==> config.mk <==
export PLATFORM = sky130hd
export DESIGN_NAME = fsmg_queue
export DESIGN_NICKNAME = d
export VERILOG_FILES = /design/src/hw/rtl/fsmg_queue.sv
export SDC_FILE = /design/constraint.sdc
export NUM_CORES = 1
export LEC_CHECK = 0
export ABC_CLOCK_PERIOD_IN_PS = 2500
export BUFFER_PORTS_ARGS = -buffer_cell sky130_fd_sc_hd__buf_2
export CORE_UTILIZATION = 30
export CTS_CLUSTER_DIAMETER = 30
export DETAILED_ROUTE_END_ITERATION = 16
export SLEW_MARGIN = 0
export SYNTH_ARGS = -nofsm -noshare
export SYNTH_HDL_FRONTEND = slang
export SYNTH_SLANG_ARGS = --single-unit
==> constraint.sdc <==
create_clock -name clock -period 2.5 [get_ports clock]
set_input_delay 0.375 -clock clock [delete_from_list [all_inputs] [get_ports clock]]
set_output_delay 0.375 -clock clock [all_outputs]
set_load 0.01 [all_outputs]
==> src/hw/rtl/fsmg_queue.sv <==
// fsmg_queue: small register fifo between the front and back parts.
// Depends on nothing.
module fsmg_queue #(
   parameter int WIDTH = 8,
   parameter int DEPTH = 4
) (
   input  logic             clock,
   input  logic             reset,
   input  logic             push_valid,
   output logic             push_ready,
   input  logic [WIDTH-1:0] push_data,
   output logic             pop_valid,
   input  logic             pop_ready,
   output logic [WIDTH-1:0] pop_data
);
   localparam int PW = $clog2(DEPTH);

   logic [WIDTH-1:0] entry_ff [DEPTH];
   logic [PW-1:0]    wr_ptr_ff, wr_ptr_in, rd_ptr_ff, rd_ptr_in;
   logic [PW:0]      count_ff, count_in;
   logic             push, pop;

   assign push_ready = count_ff != (PW+1)'(DEPTH);
   assign pop_valid  = count_ff != '0;
   assign pop_data   = entry_ff[rd_ptr_ff];
   assign push       = push_valid && push_ready;
   assign pop        = pop_valid && pop_ready;

   always_comb begin
      wr_ptr_in = wr_ptr_ff;
      rd_ptr_in = rd_ptr_ff;
      count_in  = count_ff;
      if (push) begin
         wr_ptr_in = (wr_ptr_ff == PW'(DEPTH - 1)) ? '0 : wr_ptr_ff + PW'(1);
      end
      if (pop) begin
         rd_ptr_in = (rd_ptr_ff == PW'(DEPTH - 1)) ? '0 : rd_ptr_ff + PW'(1);
      end
      if (push && !pop) begin
         count_in = count_ff + (PW+1)'(1);
      end else if (pop && !push) begin
         count_in = count_ff - (PW+1)'(1);
      end
   end

   always_ff @(posedge clock) begin
      if (reset) begin
         wr_ptr_ff <= '0;
         rd_ptr_ff <= '0;
         count_ff  <= '0;
      end else begin
         wr_ptr_ff <= wr_ptr_in;
         rd_ptr_ff <= rd_ptr_in;
         count_ff  <= count_in;
      end
      if (push) begin
         entry_ff[wr_ptr_ff] <= push_data;
      end
   end
endmodule

==> flow_metrics.tcl, run 1 <==
set metrics [dict create \
    grt-ovfl-total 0 \
    post_cts_resized 0 \
    path_clk_slew_ps 80 \
    clk_latency_ps 290 \
    synth_fp_nets 109 \
    critPathMaxFanout 7 \
    cts_tree "yes" \
    maxCapViolations 0 \
    rsz0062_at_grt "false" \
    rows 26 \
    p_per_area_mw_per_mm2 958 \
    syn2layout_area_growth_pct 16.5 \
    start_kind "register" \
    drv_slew 0 \
    startpoint "count_ff[0]$_SDFFE_PP0P_" \
    fmax_mhz 433 \
    drt_first_pass_iters 4 \
    syn_avg_cell_area_um2 18.2 \
    critical_path_class "reg2reg" \
    n_antenna_cell 0 \
    fin_crit_ps 2310 \
    seq_area_frac_synth_pct 69.8 \
    tightest_slew_ps 540 \
    critPathTopFamily "simple AND/OR/NAND/NOR gates" \
    hpwlAfterDp_um 1840 \
    crit_required_ps 2720 \
    ir_drop_uv 443 \
    status "finished, final reports clean" \
    gp_congestion 0.699 \
    core_area_mm2 0.00517 \
    cts.root.buffer_cell "clkbuf_8" \
    initial_core_util_pct 31.6 \
    nets 134 \
    final_antenna_net_count 0 \
    syn_inst 90 \
    grt_usage_pct 10.9 \
    final_cell_area_mm2 0.00190 \
    drt_iter0_drc 15 \
    rr_startpoint "count_ff[0]$_SDFFE_PP0P_" \
    cts_buffers 5 \
    skew_ps 1.51 \
    synth.ff_latch_count 41 \
    fin_crit_sh_pct 92.4 \
    die_w_um 75.8 \
    ctsHoldBuffers 0 \
    port_buffers 21 \
    cts.path.max_buffers 2 \
    setup-tns-final_ps 0 \
    drc 0 \
    dpl_cell_area_mm2 0.00182 \
    synth_area_mm2 0.00163 \
    die_area_mm2 0.00575 \
    path_cells "or3b_1, and2_4, ha_1, inv_1, fa_1, xor2_1, or3_2, a21oi_1" \
    cp_slowest_cell "dfxtp_1" \
    grt_max_degree 14 \
    critPathBufInv 1 \
    grt_antenna_before_repair 0 \
    arrival_ps 2530 \
    hold_viol 0 \
    cts.sinks 41 \
    htree_levels 2 \
    yosysWarnings 0 \
    wl_per_cell_um 14.1 \
    cts_setup_buffers 0 \
    wirelength_um 2610 \
    leakage_nw 0.694 \
    drive_above_1_share_pct 38.8 \
    grt_pass1_vias 936 \
    slew_headroom_pct 63.9 \
    ios 22 \
    vias 835 \
    die_h_um 75.8 \
    slowest_delay_ps 440 \
    routed_via_density 4.49 \
    cp-end-kind "register" \
    setup_violations 0 \
    min-delay-start "push_data[6]" \
    holdCritPathClass "in2reg" \
    yosysUniqueCellTypes 26 \
    grt_pass1_wl_um 4210 \
]
-- final cells by class --
class / count / area (um^2)
clock buffer: 5 / 68.8
clock inverter: 3 / 17.5
fill: 493 / 3270
inverter: 3 / 11.3
multi-input combinational: 42 / 464
sequential: 41 / 1140
tap: 70 / 87.6
timing repair buffer: 22 / 113
-- per-layer routing --
metal	vias up	global-route usage (%)	part of all wire [%]
met4	0	6.38	1.8
met5	-	0	0
met1	415	9.94	39
met3	6	5.16	6.2
li1	393	-	-
met2	21	19.6	53
-- state kept, by name, indices dropped and copies added, names as in the netlist, named ones only --
signal / cells
entry_ff: 32
count_ff: 3
rd_ptr_ff: 2
wr_ptr_ff: 2
-- cells by family after synthesis --
logic type / after synthesis / share of synthesized area [%]
xor+xnor: 2 / 1.07
buf+inv: 7 / 1.76
flops: 41 / 69.8
compound gates: 5 / 2.14
mux: 11 / 12.9
simple gates: 17 / 6.51
fa+ha+maj: 7 / 5.82
-- power breakdown --
| part | total (mW) | internal, mW | leakage, nW | switching [mW] |
|---|---|---|---|---|
| registers | 0.920 | 0.837 | 0.367 | 0.0823 |
| logic | 0.490 | 0.254 | 0.281 | 0.236 |
| clock network | 0.414 | 0.193 | 0.0455 | 0.221 |
| total | 1.82 | 1.28 | 0.694 | 0.539 |
-- cells in the final DEF (no fill, tap or decap) --
cell type and instances:
mux2i_1 3, xor2_1 2, or3b_1 1, nand3_1 1, or3_1 1, nand2b_1 2
o31ai_2 1, nor2_1 3, and3_2 4, o31ai_1 1, edfxtp_1 32, or3_2 2
nor3_1 1, clkinv_1 1, clkinv_4 1, buf_2 21, clkbuf_8 5, nand2_1 1
ha_1 6, and2_4 1, buf_4 1, inv_1 3, fa_1 1, clkinv_2 1
dfxtp_1 9, a21oi_1 2, o21ai_0 1, mux4_2 8
-- stage by stage --
step / power (mW) / setup slack (ps) / instances / hold WS, ps / util, %
floorplan: 1.27 / 329 / 90 / 463 / -
global placement: 1.40 / 353 / 178 / 478 / 35.1
global route: 1.95 / 80.6 / 186 / 283 / 36.8
finish: 1.82 / 190 / 186 / 298 / 36.8
detailed placement: 1.44 / 205 / 178 / 499 / 35.1
CTS: 1.85 / 186 / 186 / 288 / 36.8
-- cell usage after synthesis --
master / count / area (um^2)
or3_2: 2 / 15.0
inv_1: 3 / 11.3
o31ai_2: 1 / 12.5
a21oi_1: 2 / 10.0
nor2_1: 3 / 11.3
buf_2: 1 / 5.00
or3b_1: 1 / 8.76
and3_2: 4 / 30.0
dfxtp_1: 9 / 180
buf_1: 1 / 3.75
o31ai_1: 1 / 7.51
nand2b_1: 2 / 12.5
nand3_1: 1 / 5.00
mux4_2: 8 / 180
fa_1: 1 / 20.0
clkbuf_2: 1 / 5.00
clkbuf_1: 1 / 3.75
and2_4: 1 / 8.76
o21ai_0: 1 / 5.00
nand2_1: 1 / 3.75
mux2i_1: 3 / 30.0
xor2_1: 2 / 17.5
or3_1: 1 / 6.26
nor3_1: 1 / 5.00
ha_1: 6 / 75.1
edfxtp_1: 32 / 961
-- path summary, 6_finish.rpt --
kind,to,slack (ps),depth (start not counted)
max,count_ff[2]$_SDFFE_PP0P_,190,8
min,entry_ff[0][6]$_DFFE_PP_,300,1
max reg2reg,count_ff[2]$_SDFFE_PP0P_,190,8
min reg2reg,register,510,2
No activity file was read; power rests on OpenSTA's default activity.
==> run 2: changes to the inputs <==
Settings changed: BUFFER_PORTS_ARGS -buffer_cell sky130_fd_sc_hd__buf_2 to not set, CTS_CLUSTER_SIZE set to 24, DONT_BUFFER_PORTS set to 1.
==> flow_metrics.tcl, run 2 (synthesis results as in run 1) <==
set metrics [dict create \
    ios 22 \
    grt_antenna_before_repair 0 \
    min-delay-start "reset" \
    place_inst 158 \
    nets 114 \
    grt_pass1_wl_um 4150 \
    port_buffers 0 \
    layout_commonest_cell "edfxtp_1" \
    initial_core_util_pct 31.6 \
    holdPathEnd "count_ff[1]$_SDFFE_PP0P_" \
    critPathTopFamily "adder cells" \
    grt_usage_pct 10.8 \
    gp_congestion 0.633 \
    htree_levels 2 \
    cts_buffers 5 \
    critPathMaxFanout 5 \
    drt_first_pass_iters 3 \
    cp-end-kind "register" \
    holdPathStages 1 \
    fin_crit_sh_pct 90.1 \
    clk_latency_ps 280 \
    largest_register_ffs 32 \
    syn2layout_area_growth_pct 10.1 \
    post_cts_resized 0 \
    grt-ovfl-total 0 \
    cts_tree "yes" \
    path_cells "o31ai_1, ha_1, inv_1, fa_1, xor2_1, or3_2, a21oi_1" \
    cts_setup_buffers 0 \
    skew_ps 2.12 \
    critPathBufInv 1 \
    cts.root.buffer_cell "clkbuf_8" \
    final_cell_mix "edfxtp_1 (32), dfxtp_1 (9), mux4_2 (8)" \
    drc 0 \
    ir_drop_uv 520 \
    core_area_mm2 0.00517 \
    final_antenna_net_count 0 \
    rows 26 \
    slowest_delay_ps 410 \
    hold_viol 0 \
    hpwlAfterDp_um 1790 \
    routed_via_density 4.68 \
    wl_per_cell_um 16.1 \
    r2r-end "count_ff[2]$_SDFFE_PP0P_" \
    die_area_mm2 0.00575 \
    die_w_um 75.8 \
    dp_slack_ps 237 \
    crit_required_ps 2720 \
    rsz0062_at_grt "false" \
    fmax_mhz 444 \
    reg2reg_slack_ps 250 \
    path_clk_slew_ps 70 \
    arrival_ps 2470 \
    ctsHoldBuffers 0 \
    fin_ws_ps 247 \
    holdCritPathClass "in2reg" \
    tightest_slew_ps 558 \
    grt_pass1_vias 860 \
    status "finished, final reports clean" \
    slew_headroom_pct 62.7 \
    cts.path.max_buffers 2 \
    cp_slowest_cell "o31ai_1" \
    timing.hold.ws_ps 149 \
    vias 773 \
    drv_slew 0 \
    setup_violations 0 \
    die_h_um 75.8 \
    grt_max_degree 13 \
    drive_above_1_share_pct 25.3 \
    maxCapViolations 0 \
    start_kind "register" \
    p_per_area_mw_per_mm2 972 \
    cts.sinks 41 \
    stdcell_count 165 \
    wirelength_um 2650 \
    regMostFlops "entry_ff" \
    leakage_nw 0.609 \
    setup-tns-final_ps 0 \
    top_regs "entry_ff: 32 flops, count_ff: 3 flops" \
    rr_startpoint "count_ff[1]$_SDFFE_PP0P_" \
    critical_path_class "reg2reg" \
    fin_crit_ps 2250 \
    r2r_cells 7 \
    n_antenna_cell 0 \
    drt_iter0_drc 21 \
]
==> run 2: cell types whose count changed in the layout (fill, tap and decap cells not counted), sizes merged <==
cell      previous run  this run
clkinv               3         1
buf                 22         2
clkinvlp             0         1
==> run 2: power by group <==
part | switching (mW) | total (mW) | internal, mW
logic | 0.215 | 0.429 | 0.214
registers | 0.0830 | 0.921 | 0.838
clock network | 0.212 | 0.399 | 0.187
==> run 2: worst register-to-register path, delay by kind of cell (launching register included) <==
family,cells,cell delay [ps]
AOI/OAI and AO/OA,2,560
and+or+nand+nor,1,400
xor gates and xnor gates,1,160
DFF,1,360
buffers and inverters,1,60
adders and majority gates,2,630
==> run 2: final cells by class <==
| type | instances | area [um^2] |
|---|---|---|
| Fill cell | 497 | 3370 |
| Sequential cell | 41 | 1140 |
| Multi-Input combinational cell | 42 | 464 |
| Tap cell | 70 | 87.6 |
| Clock buffer | 5 | 68.8 |
| Timing Repair Buffer | 2 | 15.0 |
| Clock inverter | 2 | 11.3 |
| Inverter | 3 | 11.3 |
==> run 2: layer usage <==
layer | GRT usage [%] | up-vias | part of all wire (%)
li1 | - | 354 | -
met1 | 9.76 | 391 | 38
met2 | 19.7 | 24 | 51
met3 | 6.22 | 4 | 9.4
met4 | 4.32 | 0 | 1.2
met5 | 0 | - | 0
==> run 2: worst max-delay path by stage <==
stage                             startpoint                        to  slack, ps  cells after the start
floorplan           count_ff[0]$_SDFFE_PP0P_  count_ff[2]$_SDFFE_PP0P_        330                      9
CTS                 count_ff[0]$_SDFFE_PP0P_  count_ff[2]$_SDFFE_PP0P_        220                      7
detailed placement  count_ff[0]$_SDFFE_PP0P_  count_ff[2]$_SDFFE_PP0P_        240                      7
finish              count_ff[1]$_SDFFE_PP0P_  count_ff[2]$_SDFFE_PP0P_        250                      7
global route        count_ff[1]$_SDFFE_PP0P_  count_ff[2]$_SDFFE_PP0P_         90                      7
global placement    count_ff[1]$_SDFFE_PP0P_  count_ff[2]$_SDFFE_PP0P_        390                      7
==> run 2: per-stage QoR <==
step	util (%)	area (um^2)	power (mW)
floorplan	-	1630	1.27
global placement	33.2	1720	1.34
detailed placement	33.2	1720	1.38
CTS	34.8	1800	1.78
global route	34.8	1800	1.87
finish	34.8	1800	1.75
